<file path="config.mk">
export PLATFORM = sky130hd
export DESIGN_NAME = two_axis_pid_gimbal_aim_top_flat
export DESIGN_NICKNAME = d
export VERILOG_FILES = /design/src/rtl/tpga_pkg.sv /design/src/rtl/tpga_sample_if.sv /design/src/rtl/tpga_result_if.sv /design/src/rtl/tpga_cfg_if.sv /design/src/rtl/tpga_axis.sv /design/src/rtl/tpga_dp.sv /design/src/rtl/tpga_ctrl.sv /design/src/rtl/two_axis_pid_gimbal_aim_top.sv /design/src/flat_wrapper.sv
export SDC_FILE = /design/constraint.sdc
export NUM_CORES = 2
export LEC_CHECK = 0
export BUFFER_PORTS_ARGS = -buffer_cell sky130_fd_sc_hd__clkbuf_2
export CELL_PAD_IN_SITES_DETAIL_PLACEMENT = 0
export CELL_PAD_IN_SITES_GLOBAL_PLACEMENT = 2
export CORE_MARGIN = 1
export CORE_UTILIZATION = 37
export CTS_CLUSTER_SIZE = 12
export DETAILED_ROUTE_END_ITERATION = 6
export PLACE_DENSITY_LB_ADDON = 0.1
export SYNTH_ARGS = -nofsm -noshare
export SYNTH_HDL_FRONTEND = slang
export SYNTH_SLANG_ARGS = --single-unit
</file>
<file path="constraint.sdc">
create_clock -name clk -period 9.1 [get_ports clk]
set_input_delay 1.82 -clock clk [delete_from_list [all_inputs] [get_ports clk]]
set_output_delay 1.82 -clock clk [all_outputs]
set_load 0.05 [all_outputs]
</file>
<file path="src/rtl/tpga_pkg.sv">
package tpga_pkg;

  // Default geometry
  localparam int COORD_BITS_DEF     = 10;
  localparam int GAIN_FRAC_BITS_DEF = 16;

  // Field widths
  localparam int GAIN_W     = 24;
  localparam int THRESH_W   = 8;
  localparam int SPEED_W    = 8;
  localparam int ERR_OUT_W  = 11;
  localparam int CTRL_W     = 16;
  localparam int ACC_W      = 15;
  localparam int CFG_IDX_W  = 3;
  localparam int CFG_DATA_W = 24;

  // Integral clamp is +-50.0 in Q.8, control output clamp
  localparam int ACC_LIMIT  = 12800;
  localparam int CTRL_LIMIT = 32767;

  // Register reset values
  localparam logic [GAIN_W-1:0]   GAIN_P_X_RST    = 24'd72090;
  localparam logic [GAIN_W-1:0]   GAIN_I_X_RST    = 24'd7;
  localparam logic [GAIN_W-1:0]   GAIN_D_X_RST    = 24'd1638400;
  localparam logic [GAIN_W-1:0]   GAIN_P_Y_RST    = 24'd58982;
  localparam logic [GAIN_W-1:0]   GAIN_I_Y_RST    = 24'd0;
  localparam logic [GAIN_W-1:0]   GAIN_D_Y_RST    = 24'd983040;
  localparam logic [THRESH_W-1:0] DEAD_BAND_RST   = 8'd3;
  localparam logic [THRESH_W-1:0] SPEED_LIMIT_RST = 8'd30;

  // Integral decay: X keeps 4/5, Y keeps 9/10, truncated toward zero.
  // n/den is done as (n * RECIP) >> SH, low by at most one, then corrected.
  localparam int DECAY_NUM_X = 4;
  localparam int DECAY_DEN_X = 5;
  localparam int DECAY_NUM_Y = 9;
  localparam int DECAY_DEN_Y = 10;
  localparam int RECIP_X     = 52428;   // floor(2^18 / 5)
  localparam int RECIP_SH_X  = 18;
  localparam int RECIP_Y     = 104857;  // floor(2^20 / 10)
  localparam int RECIP_SH_Y  = 20;
  localparam int DEC_N_W     = 17;      // |accum| * num
  localparam int DEC_Q_W     = 15;      // decayed magnitude

  typedef enum logic [CFG_IDX_W-1:0] {
    REG_GAIN_P_X    = 3'd0,
    REG_GAIN_I_X    = 3'd1,
    REG_GAIN_D_X    = 3'd2,
    REG_GAIN_P_Y    = 3'd3,
    REG_GAIN_I_Y    = 3'd4,
    REG_GAIN_D_Y    = 3'd5,
    REG_DEAD_BAND   = 3'd6,
    REG_SPEED_LIMIT = 3'd7
  } tpga_reg_t;

  typedef enum logic [3:0] {
    OP_NONE,
    OP_CLEAR,
    OP_LOAD,
    OP_MUL_P,
    OP_MUL_D,
    OP_MUL_R,
    OP_UPDATE,
    OP_MUL_I,
    OP_ADD_I,
    OP_ROUND,
    OP_WRITE
  } tpga_op_t;

  typedef enum logic [3:0] {
    ST_IDLE,
    ST_MUL_P,
    ST_MUL_D,
    ST_MUL_R,
    ST_UPDATE,
    ST_MUL_I,
    ST_ADD_I,
    ST_ROUND,
    ST_DONE
  } tpga_state_t;

  typedef struct packed {
    tpga_op_t op;
  } tpga_cmd_t;

endpackage

</file>
<file path="src/rtl/tpga_sample_if.sv">
interface tpga_sample_if #(
  parameter int COORD_BITS = tpga_pkg::COORD_BITS_DEF
) ();
  logic                  valid;
  logic                  ready;
  logic                  mode;
  logic                  target_seen;
  logic [COORD_BITS-1:0] pos_x;
  logic [COORD_BITS-1:0] pos_y;
  logic [COORD_BITS-1:0] aim_x;
  logic [COORD_BITS-1:0] aim_y;

  modport source (
    output valid, mode, target_seen, pos_x, pos_y, aim_x, aim_y,
    input  ready
  );
  modport sink (
    input  valid, mode, target_seen, pos_x, pos_y, aim_x, aim_y,
    output ready
  );
endinterface

</file>
<file path="src/rtl/tpga_result_if.sv">
interface tpga_result_if ();
  logic                                   valid;
  logic                                   ready;
  logic [tpga_pkg::SPEED_W-1:0]           speed_x;
  logic                                   dir_x;
  logic [tpga_pkg::SPEED_W-1:0]           speed_y;
  logic                                   dir_y;
  logic signed [tpga_pkg::ERR_OUT_W-1:0]  err_x_out;
  logic signed [tpga_pkg::ERR_OUT_W-1:0]  err_y_out;
  logic signed [tpga_pkg::CTRL_W-1:0]     ctrl_x_out;
  logic signed [tpga_pkg::CTRL_W-1:0]     ctrl_y_out;

  modport source (
    output valid, speed_x, dir_x, speed_y, dir_y, err_x_out, err_y_out,
           ctrl_x_out, ctrl_y_out,
    input  ready
  );
  modport sink (
    input  valid, speed_x, dir_x, speed_y, dir_y, err_x_out, err_y_out,
           ctrl_x_out, ctrl_y_out,
    output ready
  );
endinterface

</file>
<file path="src/rtl/tpga_cfg_if.sv">
interface tpga_cfg_if ();
  logic                            valid;
  logic                            ready;
  logic [tpga_pkg::CFG_IDX_W-1:0]  index;
  logic [tpga_pkg::CFG_DATA_W-1:0] data;

  modport source (output valid, index, data, input ready);
  modport sink (input valid, index, data, output ready);
endinterface

</file>
<file path="src/rtl/tpga_axis.sv">
module tpga_axis #(
  parameter int COORD_BITS     = tpga_pkg::COORD_BITS_DEF,
  parameter int GAIN_FRAC_BITS = tpga_pkg::GAIN_FRAC_BITS_DEF
) (
  input  logic                                clk,
  input  logic                                rst,
  input  tpga_pkg::tpga_cmd_t                 cmd,
  input  logic                                is_y,
  input  logic signed [COORD_BITS:0]          err_in,
  input  logic [tpga_pkg::GAIN_W-1:0]         kp,
  input  logic [tpga_pkg::GAIN_W-1:0]         ki,
  input  logic [tpga_pkg::GAIN_W-1:0]         kd,
  input  logic [tpga_pkg::THRESH_W-1:0]       dead_band,
  input  logic [tpga_pkg::THRESH_W-1:0]       speed_limit,
  output logic signed [COORD_BITS:0]          err,
  output logic [tpga_pkg::SPEED_W-1:0]        speed,
  output logic                                dir,
  output logic signed [tpga_pkg::CTRL_W-1:0]  ctrl
);

  localparam int ERR_W   = COORD_BITS + 1;
  localparam int DIF_W   = COORD_BITS + 2;
  localparam int ACS_W   = ERR_W + 9;
  localparam int MA_W    = tpga_pkg::GAIN_W + 1;
  localparam int MB_W    = (DIF_W > tpga_pkg::DEC_N_W + 1) ? DIF_W : tpga_pkg::DEC_N_W + 1;
  localparam int PROD_W  = MA_W + MB_W;
  localparam int SUM_W   = PROD_W + 10;
  localparam int SH      = GAIN_FRAC_BITS + 8;
  localparam int WHOLE_W = SUM_W - SH;
  localparam int ACC_W   = tpga_pkg::ACC_W;
  localparam int NQ_W    = tpga_pkg::DEC_N_W;
  localparam int Q_W     = tpga_pkg::DEC_Q_W;

  localparam logic signed [ACS_W-1:0]   ACS_HI   = ACS_W'(tpga_pkg::ACC_LIMIT);
  localparam logic signed [ACS_W-1:0]   ACS_LO   = ACS_W'(-tpga_pkg::ACC_LIMIT);
  localparam logic signed [WHOLE_W-1:0] WHOLE_HI = WHOLE_W'(tpga_pkg::CTRL_LIMIT);
  localparam logic signed [WHOLE_W-1:0] WHOLE_LO = WHOLE_W'(-tpga_pkg::CTRL_LIMIT);

  logic signed [ERR_W-1:0]   prev;
  logic signed [ACC_W-1:0]   accum;
  logic signed [PROD_W-1:0]  prod;
  logic signed [SUM_W-1:0]   sum;
  logic signed [WHOLE_W-1:0] whole;
  logic                      sum_pos;

  logic signed [DIF_W-1:0]   diff;
  logic [ERR_W-1:0]          err_mag;
  logic                      above;
  logic                      below;
  logic [ACC_W-2:0]          acc_mag;
  logic [NQ_W-1:0]           dec_n;
  logic [Q_W-1:0]            q0;
  logic [NQ_W-1:0]           dec_back;
  logic [NQ_W-1:0]           dec_rem;
  logic [NQ_W-1:0]           dec_den;
  logic [Q_W-1:0]            q;
  logic signed [ACC_W-1:0]   acc_dec;
  logic signed [ACS_W-1:0]   acc_add;
  logic signed [ACC_W-1:0]   acc_clamp;
  logic signed [MA_W-1:0]    mul_a;
  logic signed [MB_W-1:0]    mul_b;
  logic                      round_up;
  logic [WHOLE_W-1:0]        whole_mag;

  assign diff    = DIF_W'(err) - DIF_W'(prev);
  assign err_mag = err[ERR_W-1] ? ERR_W'(-err) : ERR_W'(err);
  assign above   = err_mag > ERR_W'(dead_band);
  assign below   = err_mag < ERR_W'(dead_band);

  // decay: |accum| * num / den with reciprocal estimate plus one fix-up
  assign acc_mag  = (ACC_W-1)'(accum[ACC_W-1] ? -accum : accum);
  assign dec_n    = is_y ? NQ_W'(acc_mag) * NQ_W'(tpga_pkg::DECAY_NUM_Y)
                         : NQ_W'(acc_mag) * NQ_W'(tpga_pkg::DECAY_NUM_X);
  assign q0       = is_y ? prod[tpga_pkg::RECIP_SH_Y +: Q_W]
                         : prod[tpga_pkg::RECIP_SH_X +: Q_W];
  assign dec_den  = is_y ? NQ_W'(tpga_pkg::DECAY_DEN_Y) : NQ_W'(tpga_pkg::DECAY_DEN_X);
  assign dec_back = is_y ? NQ_W'(q0) * NQ_W'(tpga_pkg::DECAY_DEN_Y)
                         : NQ_W'(q0) * NQ_W'(tpga_pkg::DECAY_DEN_X);
  assign dec_rem  = dec_n - dec_back;
  assign q        = q0 + Q_W'(dec_rem >= dec_den);
  assign acc_dec  = accum[ACC_W-1] ? -ACC_W'(q) : ACC_W'(q);

  // accumulate e in Q.8 with anti-windup clamp
  assign acc_add   = ACS_W'(accum) + (ACS_W'(err) <<< 8);
  assign acc_clamp = (acc_add > ACS_HI) ? ACC_W'(tpga_pkg::ACC_LIMIT) :
                     (acc_add < ACS_LO) ? ACC_W'(-tpga_pkg::ACC_LIMIT) :
                     ACC_W'(acc_add);

  always_comb begin
    mul_a = '0;
    mul_b = '0;
    case (cmd.op)
      tpga_pkg::OP_MUL_P: begin
        mul_a = MA_W'(kp);
        mul_b = MB_W'(err);
      end
      tpga_pkg::OP_MUL_D: begin
        mul_a = MA_W'(kd);
        mul_b = MB_W'(diff);
      end
      tpga_pkg::OP_MUL_R: begin
        mul_a = is_y ? MA_W'(tpga_pkg::RECIP_Y) : MA_W'(tpga_pkg::RECIP_X);
        mul_b = MB_W'(dec_n);
      end
      tpga_pkg::OP_MUL_I: begin
        mul_a = MA_W'(ki);
        mul_b = MB_W'(accum);
      end
      default: begin
        mul_a = '0;
        mul_b = '0;
      end
    endcase
  end

  assign round_up = sum[SUM_W-1] && (sum[SH-1:0] != '0);

  // datapath registers
  always_ff @(posedge clk) begin
    prod <= mul_a * mul_b;
    case (cmd.op)
      tpga_pkg::OP_LOAD:  err <= err_in;
      tpga_pkg::OP_MUL_D: sum <= SUM_W'(prod) <<< 8;
      tpga_pkg::OP_MUL_R: sum <= sum + (SUM_W'(prod) <<< 8);
      tpga_pkg::OP_ADD_I: sum <= sum + SUM_W'(prod);
      tpga_pkg::OP_ROUND: begin
        whole   <= WHOLE_W'(sum >>> SH) + WHOLE_W'(round_up);
        sum_pos <= !sum[SUM_W-1] && (sum != '0);
      end
      default: ;
    endcase
  end

  // loop state
  always_ff @(posedge clk) begin
    if (rst) begin
      accum <= '0;
      prev  <= '0;
    end else begin
      case (cmd.op)
        tpga_pkg::OP_CLEAR: begin
          accum <= '0;
          prev  <= '0;
        end
        tpga_pkg::OP_UPDATE: begin
          accum <= above ? acc_clamp : acc_dec;
          prev  <= err;
        end
        default: ;
      endcase
    end
  end

  assign whole_mag = whole[WHOLE_W-1] ? WHOLE_W'(-whole) : WHOLE_W'(whole);

  assign ctrl  = (whole > WHOLE_HI) ? tpga_pkg::CTRL_W'(tpga_pkg::CTRL_LIMIT) :
                 (whole < WHOLE_LO) ? tpga_pkg::CTRL_W'(-tpga_pkg::CTRL_LIMIT) :
                 whole[tpga_pkg::CTRL_W-1:0];
  assign speed = below ? '0 :
                 (whole_mag > WHOLE_W'(speed_limit)) ? speed_limit :
                 whole_mag[tpga_pkg::SPEED_W-1:0];
  assign dir   = below ? 1'b0 : (is_y ? sum_pos : !sum_pos);

endmodule

</file>
<file path="src/rtl/tpga_dp.sv">
module tpga_dp #(
  parameter int COORD_BITS     = tpga_pkg::COORD_BITS_DEF,
  parameter int GAIN_FRAC_BITS = tpga_pkg::GAIN_FRAC_BITS_DEF
) (
  input  logic                                   clk,
  input  logic                                   rst,
  input  tpga_pkg::tpga_cmd_t                    cmd,
  input  logic [COORD_BITS-1:0]                  pos_x,
  input  logic [COORD_BITS-1:0]                  pos_y,
  input  logic [COORD_BITS-1:0]                  aim_x,
  input  logic [COORD_BITS-1:0]                  aim_y,
  input  logic                                   cfg_valid,
  input  logic [tpga_pkg::CFG_IDX_W-1:0]         cfg_index,
  input  logic [tpga_pkg::CFG_DATA_W-1:0]        cfg_data,
  output logic [tpga_pkg::SPEED_W-1:0]           speed_x,
  output logic                                   dir_x,
  output logic [tpga_pkg::SPEED_W-1:0]           speed_y,
  output logic                                   dir_y,
  output logic signed [tpga_pkg::ERR_OUT_W-1:0]  err_x_out,
  output logic signed [tpga_pkg::ERR_OUT_W-1:0]  err_y_out,
  output logic signed [tpga_pkg::CTRL_W-1:0]     ctrl_x_out,
  output logic signed [tpga_pkg::CTRL_W-1:0]     ctrl_y_out
);

  logic [tpga_pkg::GAIN_W-1:0]   gain_p_x;
  logic [tpga_pkg::GAIN_W-1:0]   gain_i_x;
  logic [tpga_pkg::GAIN_W-1:0]   gain_d_x;
  logic [tpga_pkg::GAIN_W-1:0]   gain_p_y;
  logic [tpga_pkg::GAIN_W-1:0]   gain_i_y;
  logic [tpga_pkg::GAIN_W-1:0]   gain_d_y;
  logic [tpga_pkg::THRESH_W-1:0] dead_band;
  logic [tpga_pkg::THRESH_W-1:0] speed_limit;

  logic signed [COORD_BITS:0]          ex_in;
  logic signed [COORD_BITS:0]          ey_in;
  logic signed [COORD_BITS:0]          ex;
  logic signed [COORD_BITS:0]          ey;
  logic [tpga_pkg::SPEED_W-1:0]        spd_x;
  logic [tpga_pkg::SPEED_W-1:0]        spd_y;
  logic                                dx;
  logic                                dy;
  logic signed [tpga_pkg::CTRL_W-1:0]  cx;
  logic signed [tpga_pkg::CTRL_W-1:0]  cy;

  always_ff @(posedge clk) begin
    if (rst) begin
      gain_p_x    <= tpga_pkg::GAIN_P_X_RST;
      gain_i_x    <= tpga_pkg::GAIN_I_X_RST;
      gain_d_x    <= tpga_pkg::GAIN_D_X_RST;
      gain_p_y    <= tpga_pkg::GAIN_P_Y_RST;
      gain_i_y    <= tpga_pkg::GAIN_I_Y_RST;
      gain_d_y    <= tpga_pkg::GAIN_D_Y_RST;
      dead_band   <= tpga_pkg::DEAD_BAND_RST;
      speed_limit <= tpga_pkg::SPEED_LIMIT_RST;
    end else if (cfg_valid) begin
      case (tpga_pkg::tpga_reg_t'(cfg_index))
        tpga_pkg::REG_GAIN_P_X:    gain_p_x    <= cfg_data[tpga_pkg::GAIN_W-1:0];
        tpga_pkg::REG_GAIN_I_X:    gain_i_x    <= cfg_data[tpga_pkg::GAIN_W-1:0];
        tpga_pkg::REG_GAIN_D_X:    gain_d_x    <= cfg_data[tpga_pkg::GAIN_W-1:0];
        tpga_pkg::REG_GAIN_P_Y:    gain_p_y    <= cfg_data[tpga_pkg::GAIN_W-1:0];
        tpga_pkg::REG_GAIN_I_Y:    gain_i_y    <= cfg_data[tpga_pkg::GAIN_W-1:0];
        tpga_pkg::REG_GAIN_D_Y:    gain_d_y    <= cfg_data[tpga_pkg::GAIN_W-1:0];
        tpga_pkg::REG_DEAD_BAND:   dead_band   <= cfg_data[tpga_pkg::THRESH_W-1:0];
        tpga_pkg::REG_SPEED_LIMIT: speed_limit <= cfg_data[tpga_pkg::THRESH_W-1:0];
        default: ;
      endcase
    end
  end

  // error = aim - measured
  assign ex_in = $signed({1'b0, aim_x}) - $signed({1'b0, pos_x});
  assign ey_in = $signed({1'b0, aim_y}) - $signed({1'b0, pos_y});

  tpga_axis #(
    .COORD_BITS     (COORD_BITS),
    .GAIN_FRAC_BITS (GAIN_FRAC_BITS)
  ) u_axis_x (
    .clk         (clk),
    .rst         (rst),
    .cmd         (cmd),
    .is_y        (1'b0),
    .err_in      (ex_in),
    .kp          (gain_p_x),
    .ki          (gain_i_x),
    .kd          (gain_d_x),
    .dead_band   (dead_band),
    .speed_limit (speed_limit),
    .err         (ex),
    .speed       (spd_x),
    .dir         (dx),
    .ctrl        (cx)
  );

  tpga_axis #(
    .COORD_BITS     (COORD_BITS),
    .GAIN_FRAC_BITS (GAIN_FRAC_BITS)
  ) u_axis_y (
    .clk         (clk),
    .rst         (rst),
    .cmd         (cmd),
    .is_y        (1'b1),
    .err_in      (ey_in),
    .kp          (gain_p_y),
    .ki          (gain_i_y),
    .kd          (gain_d_y),
    .dead_band   (dead_band),
    .speed_limit (speed_limit),
    .err         (ey),
    .speed       (spd_y),
    .dir         (dy),
    .ctrl        (cy)
  );

  // result register, loaded only once the previous result has gone
  always_ff @(posedge clk) begin
    if (cmd.op == tpga_pkg::OP_WRITE) begin
      speed_x    <= spd_x;
      dir_x      <= dx;
      speed_y    <= spd_y;
      dir_y      <= dy;
      err_x_out  <= tpga_pkg::ERR_OUT_W'(ex);
      err_y_out  <= tpga_pkg::ERR_OUT_W'(ey);
      ctrl_x_out <= cx;
      ctrl_y_out <= cy;
    end
  end

endmodule

</file>
<file path="src/rtl/tpga_ctrl.sv">
module tpga_ctrl (
  input  logic                clk,
  input  logic                rst,
  input  logic                sample_valid,
  input  logic                mode,
  input  logic                target_seen,
  input  logic                result_ready,
  output logic                sample_ready,
  output logic                result_valid,
  output tpga_pkg::tpga_cmd_t cmd
);

  tpga_pkg::tpga_state_t state;
  tpga_pkg::tpga_state_t state_next;
  logic                  out_free;

  assign out_free = !result_valid || result_ready;

  always_ff @(posedge clk) begin
    if (rst) begin
      state <= tpga_pkg::ST_IDLE;
    end else begin
      state <= state_next;
    end
  end

  always_comb begin
    state_next = state;
    case (state)
      tpga_pkg::ST_IDLE: begin
        if (sample_valid && !mode && target_seen) begin
          state_next = tpga_pkg::ST_MUL_P;
        end
      end
      tpga_pkg::ST_MUL_P:  state_next = tpga_pkg::ST_MUL_D;
      tpga_pkg::ST_MUL_D:  state_next = tpga_pkg::ST_MUL_R;
      tpga_pkg::ST_MUL_R:  state_next = tpga_pkg::ST_UPDATE;
      tpga_pkg::ST_UPDATE: state_next = tpga_pkg::ST_MUL_I;
      tpga_pkg::ST_MUL_I:  state_next = tpga_pkg::ST_ADD_I;
      tpga_pkg::ST_ADD_I:  state_next = tpga_pkg::ST_ROUND;
      tpga_pkg::ST_ROUND:  state_next = tpga_pkg::ST_DONE;
      tpga_pkg::ST_DONE: begin
        if (out_free) begin
          state_next = tpga_pkg::ST_IDLE;
        end
      end
      default: state_next = tpga_pkg::ST_IDLE;
    endcase
  end

  always_comb begin
    sample_ready = 1'b0;
    cmd.op       = tpga_pkg::OP_NONE;
    case (state)
      tpga_pkg::ST_IDLE: begin
        sample_ready = 1'b1;
        if (sample_valid) begin
          if (mode) begin
            cmd.op = tpga_pkg::OP_CLEAR;
          end else if (target_seen) begin
            cmd.op = tpga_pkg::OP_LOAD;
          end
        end
      end
      tpga_pkg::ST_MUL_P:  cmd.op = tpga_pkg::OP_MUL_P;
      tpga_pkg::ST_MUL_D:  cmd.op = tpga_pkg::OP_MUL_D;
      tpga_pkg::ST_MUL_R:  cmd.op = tpga_pkg::OP_MUL_R;
      tpga_pkg::ST_UPDATE: cmd.op = tpga_pkg::OP_UPDATE;
      tpga_pkg::ST_MUL_I:  cmd.op = tpga_pkg::OP_MUL_I;
      tpga_pkg::ST_ADD_I:  cmd.op = tpga_pkg::OP_ADD_I;
      tpga_pkg::ST_ROUND:  cmd.op = tpga_pkg::OP_ROUND;
      tpga_pkg::ST_DONE: begin
        if (out_free) begin
          cmd.op = tpga_pkg::OP_WRITE;
        end
      end
      default: cmd.op = tpga_pkg::OP_NONE;
    endcase
  end

  always_ff @(posedge clk) begin
    if (rst) begin
      result_valid <= 1'b0;
    end else if (cmd.op == tpga_pkg::OP_WRITE) begin
      result_valid <= 1'b1;
    end else if (result_ready) begin
      result_valid <= 1'b0;
    end
  end

endmodule

</file>
<file path="src/rtl/two_axis_pid_gimbal_aim_top.sv">
// An accepted tracking sample steps through MUL_P to ROUND; WRITE then loads the result,
//   waiting while an earlier result is still held in the result register.
// No new sample is taken until after WRITE; clear and no-target samples leave the port open.
// Each axis lane has a single 25x18 multiplier, used 4 times per tracking sample.
// Reset (rst, synchronous, active high) zeroes integrals and last errors and
//   reloads the default gains, dead band and speed limit.
module two_axis_pid_gimbal_aim_top #(
  parameter int COORD_BITS     = tpga_pkg::COORD_BITS_DEF,
  parameter int GAIN_FRAC_BITS = tpga_pkg::GAIN_FRAC_BITS_DEF
) (
  input logic           clk,
  input logic           rst,
  tpga_sample_if.sink   sample,
  tpga_result_if.source result,
  tpga_cfg_if.sink      cfg
);

  // Controller and datapath talk only through this command bundle. The
  // controller steps both axis lanes in lock step:
  //   LOAD   latch aim - pos for each axis
  //   MUL_P  kp * e
  //   MUL_D  kd * (e - last e), P term lands in the sum
  //   MUL_R  reciprocal multiply for the integral decay, D term lands
  //   UPDATE integral accumulate/clamp or decay, last e <= e
  //   MUL_I  ki * integral
  //   ADD_I  I term lands
  //   ROUND  truncate the Q(frac+8) sum toward zero
  //   WRITE  saturate and load the result register
  tpga_pkg::tpga_cmd_t cmd;

  // Config writes are always taken; the user must issue them only while idle (unenforced).
  assign cfg.ready = 1'b1;

  tpga_ctrl u_ctrl (
    .clk          (clk),
    .rst          (rst),
    .sample_valid (sample.valid),
    .mode         (sample.mode),
    .target_seen  (sample.target_seen),
    .result_ready (result.ready),
    .sample_ready (sample.ready),
    .result_valid (result.valid),
    .cmd          (cmd)
  );

  // Datapath: config registers, the two axis lanes and the result register.
  // The result register holds a finished transaction while the lanes go on
  // with the next sample; WRITE waits only if that transaction is still unread.
  tpga_dp #(
    .COORD_BITS     (COORD_BITS),
    .GAIN_FRAC_BITS (GAIN_FRAC_BITS)
  ) u_dp (
    .clk        (clk),
    .rst        (rst),
    .cmd        (cmd),
    .pos_x      (sample.pos_x),
    .pos_y      (sample.pos_y),
    .aim_x      (sample.aim_x),
    .aim_y      (sample.aim_y),
    .cfg_valid  (cfg.valid),
    .cfg_index  (cfg.index),
    .cfg_data   (cfg.data),
    .speed_x    (result.speed_x),
    .dir_x      (result.dir_x),
    .speed_y    (result.speed_y),
    .dir_y      (result.dir_y),
    .err_x_out  (result.err_x_out),
    .err_y_out  (result.err_y_out),
    .ctrl_x_out (result.ctrl_x_out),
    .ctrl_y_out (result.ctrl_y_out)
  );

endmodule

</file>
<file path="src/flat_wrapper.sv">
// flat-port wrapper written by rule: the top's interface ports become plain ports
module two_axis_pid_gimbal_aim_top_flat 
#(
  parameter int COORD_BITS     = tpga_pkg::COORD_BITS_DEF,
  parameter int GAIN_FRAC_BITS = tpga_pkg::GAIN_FRAC_BITS_DEF
)
  (clk, rst, sample_valid, sample_mode, sample_target_seen, sample_pos_x, sample_pos_y, sample_aim_x, sample_aim_y, sample_ready, result_valid, result_speed_x, result_dir_x, result_speed_y, result_dir_y, result_err_x_out, result_err_y_out, result_ctrl_x_out, result_ctrl_y_out, result_ready, cfg_valid, cfg_index, cfg_data, cfg_ready);
  tpga_sample_if #(.COORD_BITS(COORD_BITS)) sample_i ();
  tpga_result_if result_i ();
  tpga_cfg_if cfg_i ();
  input logic clk;
  input logic rst;
  input wire logic [$bits(sample_i.valid)-1:0] sample_valid;
  input wire logic [$bits(sample_i.mode)-1:0] sample_mode;
  input wire logic [$bits(sample_i.target_seen)-1:0] sample_target_seen;
  input wire logic [$bits(sample_i.pos_x)-1:0] sample_pos_x;
  input wire logic [$bits(sample_i.pos_y)-1:0] sample_pos_y;
  input wire logic [$bits(sample_i.aim_x)-1:0] sample_aim_x;
  input wire logic [$bits(sample_i.aim_y)-1:0] sample_aim_y;
  output wire logic [$bits(sample_i.ready)-1:0] sample_ready;
  output wire logic [$bits(result_i.valid)-1:0] result_valid;
  output wire logic [$bits(result_i.speed_x)-1:0] result_speed_x;
  output wire logic [$bits(result_i.dir_x)-1:0] result_dir_x;
  output wire logic [$bits(result_i.speed_y)-1:0] result_speed_y;
  output wire logic [$bits(result_i.dir_y)-1:0] result_dir_y;
  output wire logic [$bits(result_i.err_x_out)-1:0] result_err_x_out;
  output wire logic [$bits(result_i.err_y_out)-1:0] result_err_y_out;
  output wire logic [$bits(result_i.ctrl_x_out)-1:0] result_ctrl_x_out;
  output wire logic [$bits(result_i.ctrl_y_out)-1:0] result_ctrl_y_out;
  input wire logic [$bits(result_i.ready)-1:0] result_ready;
  input wire logic [$bits(cfg_i.valid)-1:0] cfg_valid;
  input wire logic [$bits(cfg_i.index)-1:0] cfg_index;
  input wire logic [$bits(cfg_i.data)-1:0] cfg_data;
  output wire logic [$bits(cfg_i.ready)-1:0] cfg_ready;
  assign sample_i.valid = sample_valid;
  assign sample_i.mode = sample_mode;
  assign sample_i.target_seen = sample_target_seen;
  assign sample_i.pos_x = sample_pos_x;
  assign sample_i.pos_y = sample_pos_y;
  assign sample_i.aim_x = sample_aim_x;
  assign sample_i.aim_y = sample_aim_y;
  assign sample_ready = sample_i.ready;
  assign result_valid = result_i.valid;
  assign result_speed_x = result_i.speed_x;
  assign result_dir_x = result_i.dir_x;
  assign result_speed_y = result_i.speed_y;
  assign result_dir_y = result_i.dir_y;
  assign result_err_x_out = result_i.err_x_out;
  assign result_err_y_out = result_i.err_y_out;
  assign result_ctrl_x_out = result_i.ctrl_x_out;
  assign result_ctrl_y_out = result_i.ctrl_y_out;
  assign result_i.ready = result_ready;
  assign cfg_i.valid = cfg_valid;
  assign cfg_i.index = cfg_index;
  assign cfg_i.data = cfg_data;
  assign cfg_ready = cfg_i.ready;
  two_axis_pid_gimbal_aim_top #(.COORD_BITS(COORD_BITS), .GAIN_FRAC_BITS(GAIN_FRAC_BITS)) u_core (.clk(clk), .rst(rst), .sample(sample_i), .result(result_i), .cfg(cfg_i));
endmodule
</file>
==> results by group <==
Finish
  • Finished layout cell area: 80970 sq um
  • Post-layout nets: just over 10k
  • Fill cell instance count of the final layout: 18.76k
  • Layout overhead on the synthesized area: 17.16%
  • Area taken by flip-flops and latches: 13880 sq um
  • Area of the multi-input gates: 51330 sq um
  • Share of layout cells above drive strength 1: 0.1329

Synth
  • Compound-gate portion of the synthesized area: 0.1574
  • Synth top area share: 0.2115
  • Number of different library cells in the post-synthesis netlist: 97
  • Simple-gate share of the synthesized area: 0.1655
  • Post-Synthesis Mean Instance Area: 8.520 sq um
  • Part of the Yosys area used for sequential elements: 0.2007
  • Total of flip-flops plus latches after synthesis: ~560
  • Number of flops mapped to enable cells by yosys: 260
  • Post-Syn Nets: 9594
  • Cell type with the largest total area after synthesis: fa_1
  • Adder-cell share of the synthesized area: 0.3344
  • Synth top area cells: fa_1, ha_1, edfxtp_1
  • Multiplexer fraction of the synthesized cell area: 0.006590
  • Synth Area in XOR/XNOR: 0.05964
  • Synth Warn #: 0
  • Synth Instances: 8111
  • Most used flip-flop cell after synthesis: dfxtp_1
  • Most common cell in the netlist: nand2_1
  • Cell area after synthesis: 69110 sq um
  • Fraction of registers with async set/reset: 0
  • Main combinational cell family by area after synthesis: adder cells
  • Synth cell count leaders: nand2_1, inv_1, fa_1

Placed design
  • Worst slack at placement: -808.0 ps
  • Post-detailed-placement half-perimeter wirelength: 201900 microns
  • Standard cell area after detailed placement: 76840 sq um
  • Routability congestion estimate: around 0.9
  • Count of buffers from port buffering: between 100 and 150

Global route
  • Grt ovf: 0
  • Most used routing layer: met2
  • Met2 layer usage reported by global route: 0.4426
  • Maximum number of pins on one net before global-route repair: 94
  • Met1 usage: 0.3692
  • Antenna violations before repair: 15
  • Vias in the first global route: between 50k and 60k
  • Met3 Resource Use GR: 0.02544
  • Aggregate global-route resource usage: 0.2649
  • Wire length of the first global-routing pass: 377900 microns

Hold path
  • HP Start: u_core.u_dp.gain_i_y[16]$_SDFFE_PP0P_
  • Worst hold path class: flop to flop
  • Count of cells along the worst hold path: 2
  • Worst Hold Endpoint: u_core.u_dp.gain_i_y[16]$_SDFFE_PP0P_

Pwr
  • Combinational group share of total power: 0.377
  • Net Switching: roughly 3.8 mW
  • Highest ir drop seen on vdd: 0.4110 mV
  • PwrDens: about 120 nW/um^2
  • Total leakage power: approximately 38 nW
  • Share of power burned in registers: 0.307
  • Switching Share: 0.3812
  • Internal: 6.164 mW
  • Clock share of power: 0.316

Setup path
  • Largest fanout on the critical path: 7
  • R2r endpoint: u_core.u_dp.u_axis_y.prod[41]$_DFF_P_
  • CP max stage delay: 580 ps
  • Sort of element at the end of the critical path: flop
  • Cell occurring most often along the worst timing path: fa_1
  • Category of the worst setup path launch point: flop
  • Reg-to-reg critical path startpoint: u_core.u_dp.u_axis_y.accum[0]$_SDFFE_PP0P_
  • Master of the slowest instance on the critical path: fa_2
  • Worst path arrival time: 9610 ps
  • Kind of critical path: flop to flop
  • Worst Reg-to-Reg Cells: 41
  • Worst EP required: 9670 ps
  • Register-to-register setup slack: about 59 ps

STA
  • Setup slack of the critical path after layout: around 60 ps
  • Unrepaired setup endpoints after global routing: true
  • Slew @ Worst Pin: 1388 ps
  • Post-layout minimum cycle time: roughly 9000 ps
  • Clock skew: 74.72 ps
  • Slew Viols, Final: 0
  • Fmax achieved: around 110 MHz
  • Endpoints failing setup: 0
  • Final count of hold timing violations: 0
  • Slew HR: 0.07499
  • Post-route fraction of the period consumed by the critical path: 0.9935

Routing
  • Routed wire length per instance: 22.37 microns
  • Antenna-violating nets left: 0
  • Sum of routed wire length over all layers: 250300 microns
  • Detailed-route vias per instance: between 5 and 6
  • First-pass iteration count of the detailed router: 5
  • DRC violations left: 0
  • Number of vias in the routed layout: 59.25k
  • DRC marker count from the first detailed-route iteration: roughly 4k

CTS
  • Number of clock sinks: 563
  • CTS tree: built
  • CTS H-Tree Depth: 3
  • Clock insertion delay at the later pin of the skew report: 710 ps
  • Root cell of the clock tree: clkbuf_16
  • Maximum root-to-sink buffer count: 3
  • CTS hold repair buffers: 0
  • Clock-pin slew on the worst setup and hold paths: 60 ps
  • CTS Buf Count: 75

Job
  • Number of violations of the max-capacitance limit: 0

Floorplanning
  • Initial Utilization: 0.3727
  • Die width: 434.2 microns
  • Die outline area: between 150000 and 200000 sq um
  • Core box area: around 190000 sq um
  • Die span in y: 434.2 microns
  • Number of cell rows: ~160
  • IO Count: 149

Status
  • Outcome: finished, final reports clean
sequential cells by signal, summed over array words and instances (netlist names), 15 cells and up:
register	flops
u_core.u_dp.u_axis_y.sum	53
u_core.u_dp.gain_p_y	24
u_core.u_dp.u_axis_y.whole	29
u_core.u_dp.ctrl_x_out	16
u_core.u_dp.u_axis_y.prod	43
u_core.u_dp.ctrl_y_out	16
u_core.u_dp.gain_i_y	24
u_core.u_dp.u_axis_x.whole	29
u_core.u_dp.u_axis_x.prod	43
u_core.u_dp.u_axis_x.accum	15
u_core.u_dp.gain_d_x	24
u_core.u_dp.gain_d_y	24
u_core.u_dp.gain_i_x	24
u_core.u_dp.u_axis_x.sum	53
u_core.u_dp.u_axis_y.accum	15
u_core.u_dp.gain_p_x	24
critical path: cells and delay by family (launching register included):
family,cells,cell delay (ps)
DFF,1,330
adders and majority gates,9,3830
muxes,1,200
buffers and inverters,10,990
AOI/OAI and AO/OA,12,2090
and+or+nand+nor,7,1120
xor gates and xnor gates,2,330
logic make-up after synthesis:
| group | after synthesis |
|---|---|
| simple gates | 2557 |
| compound gates | 1684 |
| fa+ha+maj | 1409 |
| buf+inv | 1383 |
| flops | 563 |
| xor+xnor | 469 |
| mux | 45 |
| other cells | 1 |
cell usage in the layout, fill, tap and decap left out, types with 146 or more instances in the layout:
cell type / synthesis / routed
a21o_1: 227 / 227
a21oi_1: 500 / 468
buf_4: 4 / 565
clkbuf_2: 8 / 146
dfxtp_1: 303 / 301
edfxtp_1: 260 / 260
fa_1: 730 / 710
ha_1: 679 / 648
inv_1: 1072 / 1060
nand2_1: 1292 / 1278
nor2_1: 511 / 495
o21ai_0: 287 / 260
xnor2_1: 317 / 310
xor2_1: 151 / 150
power by group through the flow:
stage,Combinational (mW),Clock [mW],Sequential [mW]
global route,4.16,3.32,3.07
detailed placement,3.64,0,3.11
floorplan,2.49,0,2.95
CTS,3.71,3.23,3.05
finish,3.76,3.15,3.06
global placement,3.63,0,3.11
metrics by stage:
stage | TNS (ps) | std cells | total power [mW] | hold WS [ps] | utilization
floorplan | -9.472 | 8111 | 5.440 | 433.2 | -
global placement | -17840 | 11010 | 6.741 | 441.3 | 0.4144
detailed placement | -19090 | 11010 | 6.753 | 446.2 | 0.4144
CTS | -259.8 | 11160 | 9.994 | 454.2 | 0.4317
global route | -1877 | 11190 | 10.54 | 470.8 | 0.4366
finish | 0 | 11190 | 9.961 | 450.3 | 0.4367
layer usage:
layer	up-vias	share of wire
li1	28340	-
met1	29410	0.47
met2	1243	0.47
met3	254	0.037
met4	0	0.021
met5	-	0
repair_timing:
item / in CTS / in global routing
setup endpoints to repair: 39 / 43
gates cloned: 1 / 1
setup buffers: 21 / 24
pin swaps: 51 / 147
resized for setup: 106 / 148
layout make-up:
class / count / share of cell area
Antenna cell: 5 / 0.0001545
Clock buffer: 99 / 0.02633
Clock inverter: 35 / 0.005501
Inverter: 1074 / 0.04985
Multi-Input combinational cell: 6165 / 0.6340
Sequential cell: 563 / 0.1714
Tap cell: 2480 / 0.03832
Timing Repair Buffer: 770 / 0.07451
worst max-delay path by stage:
stage                                                 from                               endpoint  slack [ps]  depth (start not counted)
2_1_floorplan  u_core.u_dp.u_axis_y.accum[14]$_SDFFE_PP0P_  u_core.u_dp.u_axis_y.prod[41]$_DFF_P_          -9                         41
3_3_place_gp                                  result_ready  u_core.u_dp.u_axis_x.prod[42]$_DFF_P_        -780                         33
3_5_place_dp    u_core.u_dp.u_axis_y.accum[0]$_SDFFE_PP0P_  u_core.u_dp.u_axis_y.prod[42]$_DFF_P_        -810                         43
4_1_cts         u_core.u_dp.u_axis_y.accum[0]$_SDFFE_PP0P_  u_core.u_dp.u_axis_y.prod[42]$_DFF_P_         -80                         43
5_1_grt         u_core.u_dp.u_axis_y.accum[0]$_SDFFE_PP0P_  u_core.u_dp.u_axis_y.prod[41]$_DFF_P_        -220                         42
6_report        u_core.u_dp.u_axis_y.accum[0]$_SDFFE_PP0P_  u_core.u_dp.u_axis_y.prod[41]$_DFF_P_          60                         41
No activity file was read; power rests on OpenSTA's default activity.
